$ cat src/rtl/core/prrp_pkg.sv
// Shared types and constants for the posting run record parser.
// Result kinds, error codes and the result record. No dependencies.
package prrp_pkg;

  localparam int unsigned VarintMaxBytes = 10;
  localparam int unsigned WordBytes      = 4;
  localparam int unsigned ValueWidth     = 64;
  localparam int unsigned WordWidth      = 32;

  typedef enum logic [3:0] {
    KTerm     = 4'd0,
    KCount    = 4'd1,
    KDocid    = 4'd2,
    KFreq     = 4'd3,
    KPosCount = 4'd4,
    KPos      = 4'd5,
    KSkip     = 4'd6,
    KRunEnd   = 4'd7,
    KError    = 4'd8
  } kind_e;

  typedef enum logic [2:0] {
    ENone   = 3'd0,
    EWide   = 3'd1,
    EVTrunc = 3'd2,
    ERTrunc = 3'd3,
    EVLong  = 3'd4
  } err_e;

  typedef struct packed {
    kind_e                  kind;
    logic [ValueWidth-1:0]  value;
    logic                   record_end;
    err_e                   error_code;
  } result_t;

endpackage

$ cat src/rtl/core/posting_run_record_parser.sv
// Posting run record parser: LEB128 / raw-word field decoder with APB config.
// Depends on prrp_pkg.
//
// Throughput: one byte per cycle; a result held by a stalled output blocks the input.
// The result is registered: it appears in the output register in the cycle after its byte is accepted.
// The parse step is a single pass from the accepted byte into the result register.
// Reset clears parse state, the sticky error and turns position output on.
module posting_run_record_parser
  import prrp_pkg::*;
(
  input  logic        clk_i,
  input  logic        rst_ni,
  // config port
  input  logic        psel,
  input  logic        penable,
  input  logic        pwrite,
  input  logic [2:0]  paddr,
  input  logic [31:0] pwdata,
  output logic [31:0] prdata,
  output logic        pready,
  // byte input
  input  logic        in_valid_i,
  output logic        in_ready_o,
  input  logic        action_i,
  input  logic [7:0]  data_byte_i,
  // result output
  output logic        out_valid_o,
  input  logic        out_ready_i,
  output logic [3:0]  kind_o,
  output logic [63:0] value_o,
  output logic        record_end_o,
  output logic [2:0]  error_code_o
);

  typedef enum logic [2:0] {
    PhTerm     = 3'd0,
    PhCount    = 3'd1,
    PhDocid    = 3'd2,
    PhFreq     = 3'd3,
    PhPosCount = 3'd4,
    PhPos      = 3'd5
  } phase_e;

  localparam int unsigned VcntW = $clog2(VarintMaxBytes);
  localparam int unsigned WcntW = $clog2(WordBytes);

  phase_e                phase_q, phase_d;
  logic [ValueWidth-1:0] vacc_q, vacc_d;
  logic [VcntW-1:0]      vcnt_q, vcnt_d;
  logic [WordWidth-1:0]  wacc_q, wacc_d;
  logic [WcntW-1:0]      wcnt_q, wcnt_d;
  logic [WordWidth-1:0]  docid_q, docid_d;
  logic [ValueWidth-1:0] dcount_q, dcount_d;
  logic [ValueWidth-1:0] left_q, left_d;
  logic                  err_hold_q, err_hold_d;
  logic                  has_pos_q;

  result_t               res_q, res_d;
  logic                  res_valid_q;
  logic                  res_load;

  logic                  in_fire;
  logic                  cfg_wr;

  logic [ValueWidth-1:0] v_full;
  logic [5:0]            v_shamt;
  logic [WordWidth-1:0]  w_full;
  logic [ValueWidth-1:0] left_dec;
  logic                  left_last;
  logic [WordWidth-1:0]  docid_sum;

  // ---------------------------------------------------------------- config
  assign pready = 1'b1;
  assign cfg_wr = psel & penable & pwrite;
  assign prdata = paddr[2] ? 32'd0 : {31'd0, has_pos_q};

  always_ff @(posedge clk_i or negedge rst_ni) begin
    if (!rst_ni) begin
      has_pos_q <= 1'b1;
    end else if (cfg_wr && !paddr[2]) begin
      has_pos_q <= pwdata[0];
    end
  end

  // ---------------------------------------------------------------- handshake
  assign in_ready_o = !res_valid_q || out_ready_i;
  assign in_fire    = in_valid_i && in_ready_o;

  // ---------------------------------------------------------------- datapath
  assign v_shamt   = 6'(7 * vcnt_q);
  assign v_full    = vacc_q | (ValueWidth'(data_byte_i[6:0]) << v_shamt);
  assign w_full    = wacc_q | (WordWidth'(data_byte_i) << {wcnt_q, 3'b000});
  assign left_dec  = (left_q != '0) ? left_q - ValueWidth'(1) : '0;
  assign left_last = (left_q[ValueWidth-1:1] == '0);
  assign docid_sum = docid_q + v_full[WordWidth-1:0];

  always_comb begin
    phase_d    = phase_q;
    vacc_d     = vacc_q;
    vcnt_d     = vcnt_q;
    wacc_d     = wacc_q;
    wcnt_d     = wcnt_q;
    docid_d    = docid_q;
    dcount_d   = dcount_q;
    left_d     = left_q;
    err_hold_d = err_hold_q;
    res_load   = 1'b0;
    res_d      = '{kind: KTerm, value: '0, record_end: 1'b0, error_code: ENone};

    if (in_fire && !err_hold_q) begin
      if (action_i) begin
        res_load = 1'b1;
        if (phase_q == PhTerm && vcnt_q == '0) begin
          res_d.kind = KRunEnd;
        end else begin
          err_hold_d = 1'b1;
          res_d.kind = KError;
          res_d.error_code = (phase_q == PhFreq || phase_q == PhPos) ? ERTrunc : EVTrunc;
        end
      end else if (phase_q == PhFreq || phase_q == PhPos) begin
        if (wcnt_q == WcntW'(WordBytes - 1)) begin
          wacc_d = '0;
          wcnt_d = '0;
          left_d = left_dec;
          if (phase_q == PhFreq) begin
            res_load    = 1'b1;
            res_d.kind  = KFreq;
            res_d.value = ValueWidth'(w_full);
            if (left_last) phase_d = PhPosCount;
          end else if (left_last) begin
            // last position closes the record; a skipped block ends with a marker
            phase_d          = PhTerm;
            res_load         = 1'b1;
            res_d.record_end = 1'b1;
            if (has_pos_q) begin
              res_d.kind  = KPos;
              res_d.value = ValueWidth'(w_full);
            end else begin
              res_d.kind = KSkip;
            end
          end else if (has_pos_q) begin
            res_load    = 1'b1;
            res_d.kind  = KPos;
            res_d.value = ValueWidth'(w_full);
          end
        end else begin
          wacc_d = w_full;
          wcnt_d = wcnt_q + WcntW'(1);
        end
      end else if (data_byte_i[7]) begin
        if (vcnt_q == VcntW'(VarintMaxBytes - 1)) begin
          err_hold_d       = 1'b1;
          res_load         = 1'b1;
          res_d.kind       = KError;
          res_d.error_code = EVLong;
        end else begin
          vacc_d = v_full;
          vcnt_d = vcnt_q + VcntW'(1);
        end
      end else begin
        vacc_d   = '0;
        vcnt_d   = '0;
        res_load = 1'b1;
        unique case (phase_q)
          PhTerm: begin
            if (v_full[ValueWidth-1:WordWidth] != '0) begin
              err_hold_d       = 1'b1;
              res_d.kind       = KError;
              res_d.error_code = EWide;
            end else begin
              phase_d     = PhCount;
              res_d.kind  = KTerm;
              res_d.value = v_full;
            end
          end
          PhCount: begin
            dcount_d    = v_full;
            left_d      = v_full;
            docid_d     = '0;
            phase_d     = (v_full == '0) ? PhPosCount : PhDocid;
            res_d.kind  = KCount;
            res_d.value = v_full;
          end
          PhDocid: begin
            docid_d     = docid_sum;
            left_d      = left_dec;
            res_d.kind  = KDocid;
            res_d.value = ValueWidth'(docid_sum);
            if (left_last) begin
              left_d  = dcount_q;
              phase_d = (dcount_q == '0) ? PhPosCount : PhFreq;
            end
          end
          default: begin
            left_d      = v_full;
            res_d.kind  = KPosCount;
            res_d.value = v_full;
            if (v_full == '0) begin
              phase_d          = PhTerm;
              res_d.record_end = 1'b1;
            end else begin
              phase_d = PhPos;
            end
          end
        endcase
      end
    end
  end

  always_ff @(posedge clk_i or negedge rst_ni) begin
    if (!rst_ni) begin
      phase_q     <= PhTerm;
      vacc_q      <= '0;
      vcnt_q      <= '0;
      wacc_q      <= '0;
      wcnt_q      <= '0;
      docid_q     <= '0;
      dcount_q    <= '0;
      left_q      <= '0;
      err_hold_q  <= 1'b0;
      res_valid_q <= 1'b0;
    end else begin
      phase_q    <= phase_d;
      vacc_q     <= vacc_d;
      vcnt_q     <= vcnt_d;
      wacc_q     <= wacc_d;
      wcnt_q     <= wcnt_d;
      docid_q    <= docid_d;
      dcount_q   <= dcount_d;
      left_q     <= left_d;
      err_hold_q <= err_hold_d;
      if (res_load) begin
        res_valid_q <= 1'b1;
      end else if (out_ready_i) begin
        res_valid_q <= 1'b0;
      end
    end
  end

  // hold payload until the next result is loaded
  always_ff @(posedge clk_i) begin
    if (res_load) begin
      res_q <= res_d;
    end
  end

  assign out_valid_o  = res_valid_q;
  assign kind_o       = res_q.kind;
  assign value_o      = res_q.value;
  assign record_end_o = res_q.record_end;
  assign error_code_o = res_q.error_code;

  // ---------------------------------------------------------------- assertions
  a_err_sticky: assert property (@(posedge clk_i) disable iff (!rst_ni)
    err_hold_q |=> err_hold_q)
    else $error("sticky error flag cleared");

  a_err_flagged: assert property (@(posedge clk_i) disable iff (!rst_ni)
    (out_valid_o && kind_o == KError) |-> err_hold_q)
    else $error("error result without sticky flag");

  a_no_result_after_err: assert property (@(posedge clk_i) disable iff (!rst_ni)
    (err_hold_q && !out_valid_o) |=> !out_valid_o)
    else $error("result produced after error");

  a_code_matches_kind: assert property (@(posedge clk_i) disable iff (!rst_ni)
    out_valid_o |-> ((kind_o == KError) == (error_code_o != ENone)))
    else $error("error code does not match result kind");

  a_rec_end_kind: assert property (@(posedge clk_i) disable iff (!rst_ni)
    (out_valid_o && record_end_o) |->
      (kind_o == KPosCount || kind_o == KPos || kind_o == KSkip))
    else $error("record end on wrong kind");

  a_word_phase: assert property (@(posedge clk_i) disable iff (!rst_ni)
    (wcnt_q != '0) |-> (phase_q == PhFreq || phase_q == PhPos))
    else $error("partial word outside raw block");

endmodule

$ cat config.mk
export PLATFORM = sky130hd
export DESIGN_NAME = posting_run_record_parser
export DESIGN_NICKNAME = d
export VERILOG_FILES = /design/src/rtl/core/prrp_pkg.sv /design/src/rtl/core/posting_run_record_parser.sv
export SDC_FILE = /design/constraint.sdc
export NUM_CORES = 1
export LEC_CHECK = 0
export ABC_AREA = 1
export ABC_CLOCK_PERIOD_IN_PS = 10800
export BUFFER_PORTS_ARGS = -buffer_cell sky130_fd_sc_hd__buf_4
export CORE_AREA = 4 4 147 255
export CTS_BUF_LIST = sky130_fd_sc_hd__clkbuf_16
export DETAILED_ROUTE_END_ITERATION = 8
export DIE_AREA = 0 0 151 259
export PLACE_DENSITY = 0.85
export SLEW_MARGIN = 40
export SYNTH_ARGS = -nofsm -noshare
export SYNTH_HDL_FRONTEND = slang
export SYNTH_SLANG_ARGS = --single-unit
$ cat constraint.sdc
create_clock -name clk_i -period 10.8 [get_ports clk_i]
set_clock_uncertainty 0.15 [all_clocks]
set_input_delay 1.08 -clock clk_i [delete_from_list [all_inputs] [get_ports clk_i]]
set_output_delay 1.08 -clock clk_i [all_outputs]
set_load 0.01 [all_outputs]
==> qor.log <==
qor: synthesis.netlist_instances 2795
qor: synthesis.synthSimpleGateAreaFrac 24.2%
qor: power_and_ir_drop.power.density_cell_area 106 mW/mm²
qor: floorplan.io-pin-count 158
qor: drt.drt.antenna.violating_nets 0
qor: synthesis.synth_xor_xnor_area_share 2.25%
qor: finish.area.sequential 0.00887 mm²
qor: flow_run.drv_cap 0
qor: floorplan.num_rows 91
qor: power_and_ir_drop.vdd.ir_drop.worst 0.131 mV
qor: sta.finalCriticalPeriod 6.95 ns
qor: synthesis.yosys.cell_types.count 60
qor: critical_path.critical_path.startpoint vcnt_q[0]
qor: synthesis.synth-seq-cells 340
qor: synthesis.synth_top_family_by_area simple AND/OR/NAND/NOR gates
qor: floorplan.dieHeight 259 µm
qor: grt.grt_total_usage 36.4%
qor: critical_path.cp_max_fo 17
qor: power_and_ir_drop.power.leakage 10.4 nW
qor: sta.timing.final.hold_violations 0
qor: sta.final_min_period_over_clock_period 64.3%
qor: finish.area_delta_synth_final 8.82%
qor: floorplan.core_region_area 0.0353 mm²
qor: outcome.status completed
qor: drt.avgViaCountPerCell 6.07
qor: sta.timing.final.setup_violations 0
qor: critical_path.cp-start-kind register
qor: critical_path.timing.critical_path.arrival 7.14 ns
qor: cts.clock-sinks 340
qor: cts.numCtsBuffers 31
qor: cts.cts-root-buf sky130_fd_sc_hd__clkbuf_16
qor: synthesis.syn_area_per_cell 7.49 µm²
qor: critical_path.crit_type register to register
qor: finish.nets 2927
qor: sta.maxClockFrequency 0.144 GHz
qor: sta.relSlewSlack 42.7%
qor: place.place.port_buffers 92
qor: drt.drt-pass1-iter-count 7
qor: finish.drive_above_1_share 8.57%
qor: synthesis.synth_area 0.0209 mm²
qor: grt.maximum_number_of_pins_on_one_net_before_global_route_repair 99
qor: cts.clockBufferDepth 3
qor: grt.global_route_wire_length_before_repair 110000 µm
qor: synthesis.synth.yosys.warnings 0
qor: finish.final.fill_count 3087
qor: hold_path.worst_hold_path_type input port to async pin
qor: critical_path.critPathRequiredTime 10.99 ns
qor: finish.insertedDiodeCount 0
qor: cts.post-cts-setup-buffers 0
qor: place.place_area 0.0218 mm²
qor: place.place_congestion 1.01
qor: critical_path.worst_r2r_startpoint vcnt_q[0]
qor: sta.max_slew.worst_pin.slew 0.851 ns
qor: drt.routedWlPerCell 21.5 µm
qor: place.dp.final_hpwl 52300 µm
qor: synthesis.synth_mux_area_share 0%
qor: floorplan.initial_util 59.3%
qor: grt.global_route_overflow 0
qor: sta.setup_repair_after_global_routing_missed_its_margin false
qor: cts.postCtsResizedCells 0
qor: drt.first_iter_violations 1790
qor: synthesis.synth.yosys.seq_area_share 42.4%
qor: cts.clk_latency 0.61 ns
qor: critical_path.crit_path_end_kind register
qor: cts.clock_tree.htree_level_count 1
qor: synthesis.synth_compound_area_share 17.8%
qor: finish.final_cell_area 0.0228 mm²
qor: power_and_ir_drop.report.power.total 0.00242 W
qor: drt.total_number_of_vias 20100
qor: cts.cts.hold.buffers_added 0
qor: synthesis.synth_area_in_adders 3.47%
qor: cts.cts_tree done
qor: cts.clkSlewWorstSetupHoldPaths 0.07 ns
qor: drt.drt_drc_violations_left 0
qor: floorplan.fp.dieArea 0.0391 mm²
qor: finish.footprint_of_the_multi_input_gates 0.0102 mm²
qor: grt.grt_antenna_before_repair 0
qor: floorplan.die_w 151 µm
qor: sta.final_max_slew_viol_count 0
qor: grt.grt_pass1_vias 19800
qor: drt.wirelength 71200 µm
qor: sta.setup_total_negative_slack 0 ns
==> placed cells by master, fill, tap and decap left out, types with 19 or more instances in the layout <==
cell,count
sky130_fd_sc_hd__o21ai_0,278
sky130_fd_sc_hd__nor4_1,22
sky130_fd_sc_hd__a31oi_1,19
sky130_fd_sc_hd__nand4_1,48
sky130_fd_sc_hd__a21oi_1,209
sky130_fd_sc_hd__nor2_1,306
sky130_fd_sc_hd__o22ai_1,72
sky130_fd_sc_hd__a22o_1,25
sky130_fd_sc_hd__nand2_1,571
sky130_fd_sc_hd__edfxtp_1,72
sky130_fd_sc_hd__clkbuf_16,32
sky130_fd_sc_hd__ha_1,50
sky130_fd_sc_hd__nand3_1,145
sky130_fd_sc_hd__buf_4,109
sky130_fd_sc_hd__xor2_1,48
sky130_fd_sc_hd__conb_1,32
sky130_fd_sc_hd__nor2_2,20
sky130_fd_sc_hd__nor3_1,22
sky130_fd_sc_hd__dfrtp_1,267
sky130_fd_sc_hd__inv_1,329
==> logic make-up after synthesis <==
group,count (synthesis)
XOR/XNOR,53
other,2
flip-flops,340
adder cells (fa/ha/maj),55
buffers and inverters,493
AO/OA/AOI/OAI,670
AND/OR/NAND/NOR,1182
==> worst max-delay path, cell delays in order, from the launching register on <==
cell and delay, ns:
sky130_fd_sc_hd__dfrtp_1 0.53, sky130_fd_sc_hd__inv_2 0.17, sky130_fd_sc_hd__fa_1 0.44, sky130_fd_sc_hd__inv_1 0.07, sky130_fd_sc_hd__ha_1 0.17, sky130_fd_sc_hd__inv_1 0.07
sky130_fd_sc_hd__fa_1 0.98, sky130_fd_sc_hd__inv_1 0.48, sky130_fd_sc_hd__o21ai_1 0.59, sky130_fd_sc_hd__nand3_1 0.25, sky130_fd_sc_hd__nand2_1 0.35, sky130_fd_sc_hd__ha_1 0.33
sky130_fd_sc_hd__a21oi_1 0.24, sky130_fd_sc_hd__nand2_1 0.10, sky130_fd_sc_hd__a21oi_1 0.13, sky130_fd_sc_hd__nand2_1 0.16, sky130_fd_sc_hd__nand2_1 0.12, sky130_fd_sc_hd__o21ai_0 0.14
sky130_fd_sc_hd__or2_2 0.31, sky130_fd_sc_hd__nand3_1 0.14, sky130_fd_sc_hd__o21ai_0 0.11, sky130_fd_sc_hd__o21ai_0 0.53, sky130_fd_sc_hd__nand2_1 0.10
==> cell type report <==
type | count | share of cell area [%]
clock buffers | 32 | 3.52
clock inverters | 26 | 0.610
inverters | 339 | 5.60
multi-input cells | 1992 | 44.6
flip-flops and latches | 340 | 38.9
well taps | 465 | 2.55
repair buffers | 117 | 4.15
==> state kept, by name (all words and copies together) (netlist names), 2 cells and up <==
register	count
dcount_q	64
left_q	64
vacc_q	64
value_o	64
docid_q	32
wacc_q	32
kind_o	4
vcnt_q	4
error_code_o	3
phase_q	3
wcnt_q	2
==> through the flow <==
step | worst slack, ns | util, % | std cells | hold WS, ns
finish | 3.85 | 64.5 | 3311 | 0.193
global placement | 4.17 | 61.6 | 3251 | 0.288
floorplan | 5.64 | - | 2825 | 0.273
CTS | 4.07 | 64.4 | 3310 | 0.336
global route | 3.70 | 64.5 | 3311 | 0.215
detailed placement | 4.11 | 61.7 | 3252 | 0.320
==> metal layers <==
layer	wire length, µm	global-route usage [%]	vias up	share of wire, %
li1	-	-	9295	-
met1	23900	39.9	9466	34
met2	34500	60.7	1007	48
met3	4390	4.10	321	6.2
met4	8370	33.0	0	12
met5	0	0	-	0
==> power breakdown <==
part / switching, W / leakage [nW] / total, W / internal, W
combinational: 0.0000445 / 6.07 / 0.0000566 / 0.0000121
clock: 0.000520 / 0.489 / 0.00106 / 0.000539
sequential: 0.000000722 / 3.81 / 0.00131 / 0.00131
==> worst paths after layout <==
check,depth (start not counted),slack (ns),endpoint
setup / recovery,22,3.85,value_o[23]
hold / removal,1,0.19,dcount_q[40]
setup reg to reg,22,3.85,value_o[23]
hold reg to reg,2,0.33,err_hold_q
max in group asynchronous,3,8.73,docid_q[26]
min in group clk_i,2,0.33,err_hold_q
==> synthesized netlist by cell type, drive strengths merged <==
cell       n  area [µm²]
a2111oi    1        8.76
a211oi     1        7.51
a21boi     4        30.0
a21o       8        60.1
a21oi    214        1100
a221o      1        10.0
a221oi     3        26.3
a22o      25         219
a22oi      2        15.0
a31o       5        43.8
a31oi     19         119
and3       1        6.26
buf       67         455
clkbuf    87         328
clkinv     4        15.0
conb       2        7.51
dfrtp    267        6680
dfstp      1        26.3
edfxtp    72        2160
fa         5         100
ha        50         626
inv      335        1260
nand2    584        2240
nand3    147         746
nand3b     6        45.0
nand4     51         338
nor2     332        1310
nor3      26         163
nor3b      2        15.0
nor4      23         144
nor4b      1        8.76
o211ai     4        30.0
o21a       3        22.5
o21ai    291        1460
o21bai    12        90.1
o221ai     1        8.76
o22ai     72         450
o31ai      3        22.5
o32ai      1        8.76
or2        9        56.3
xnor2      5        51.3
xor2      48         420
(Power assumes the default switching activity.)
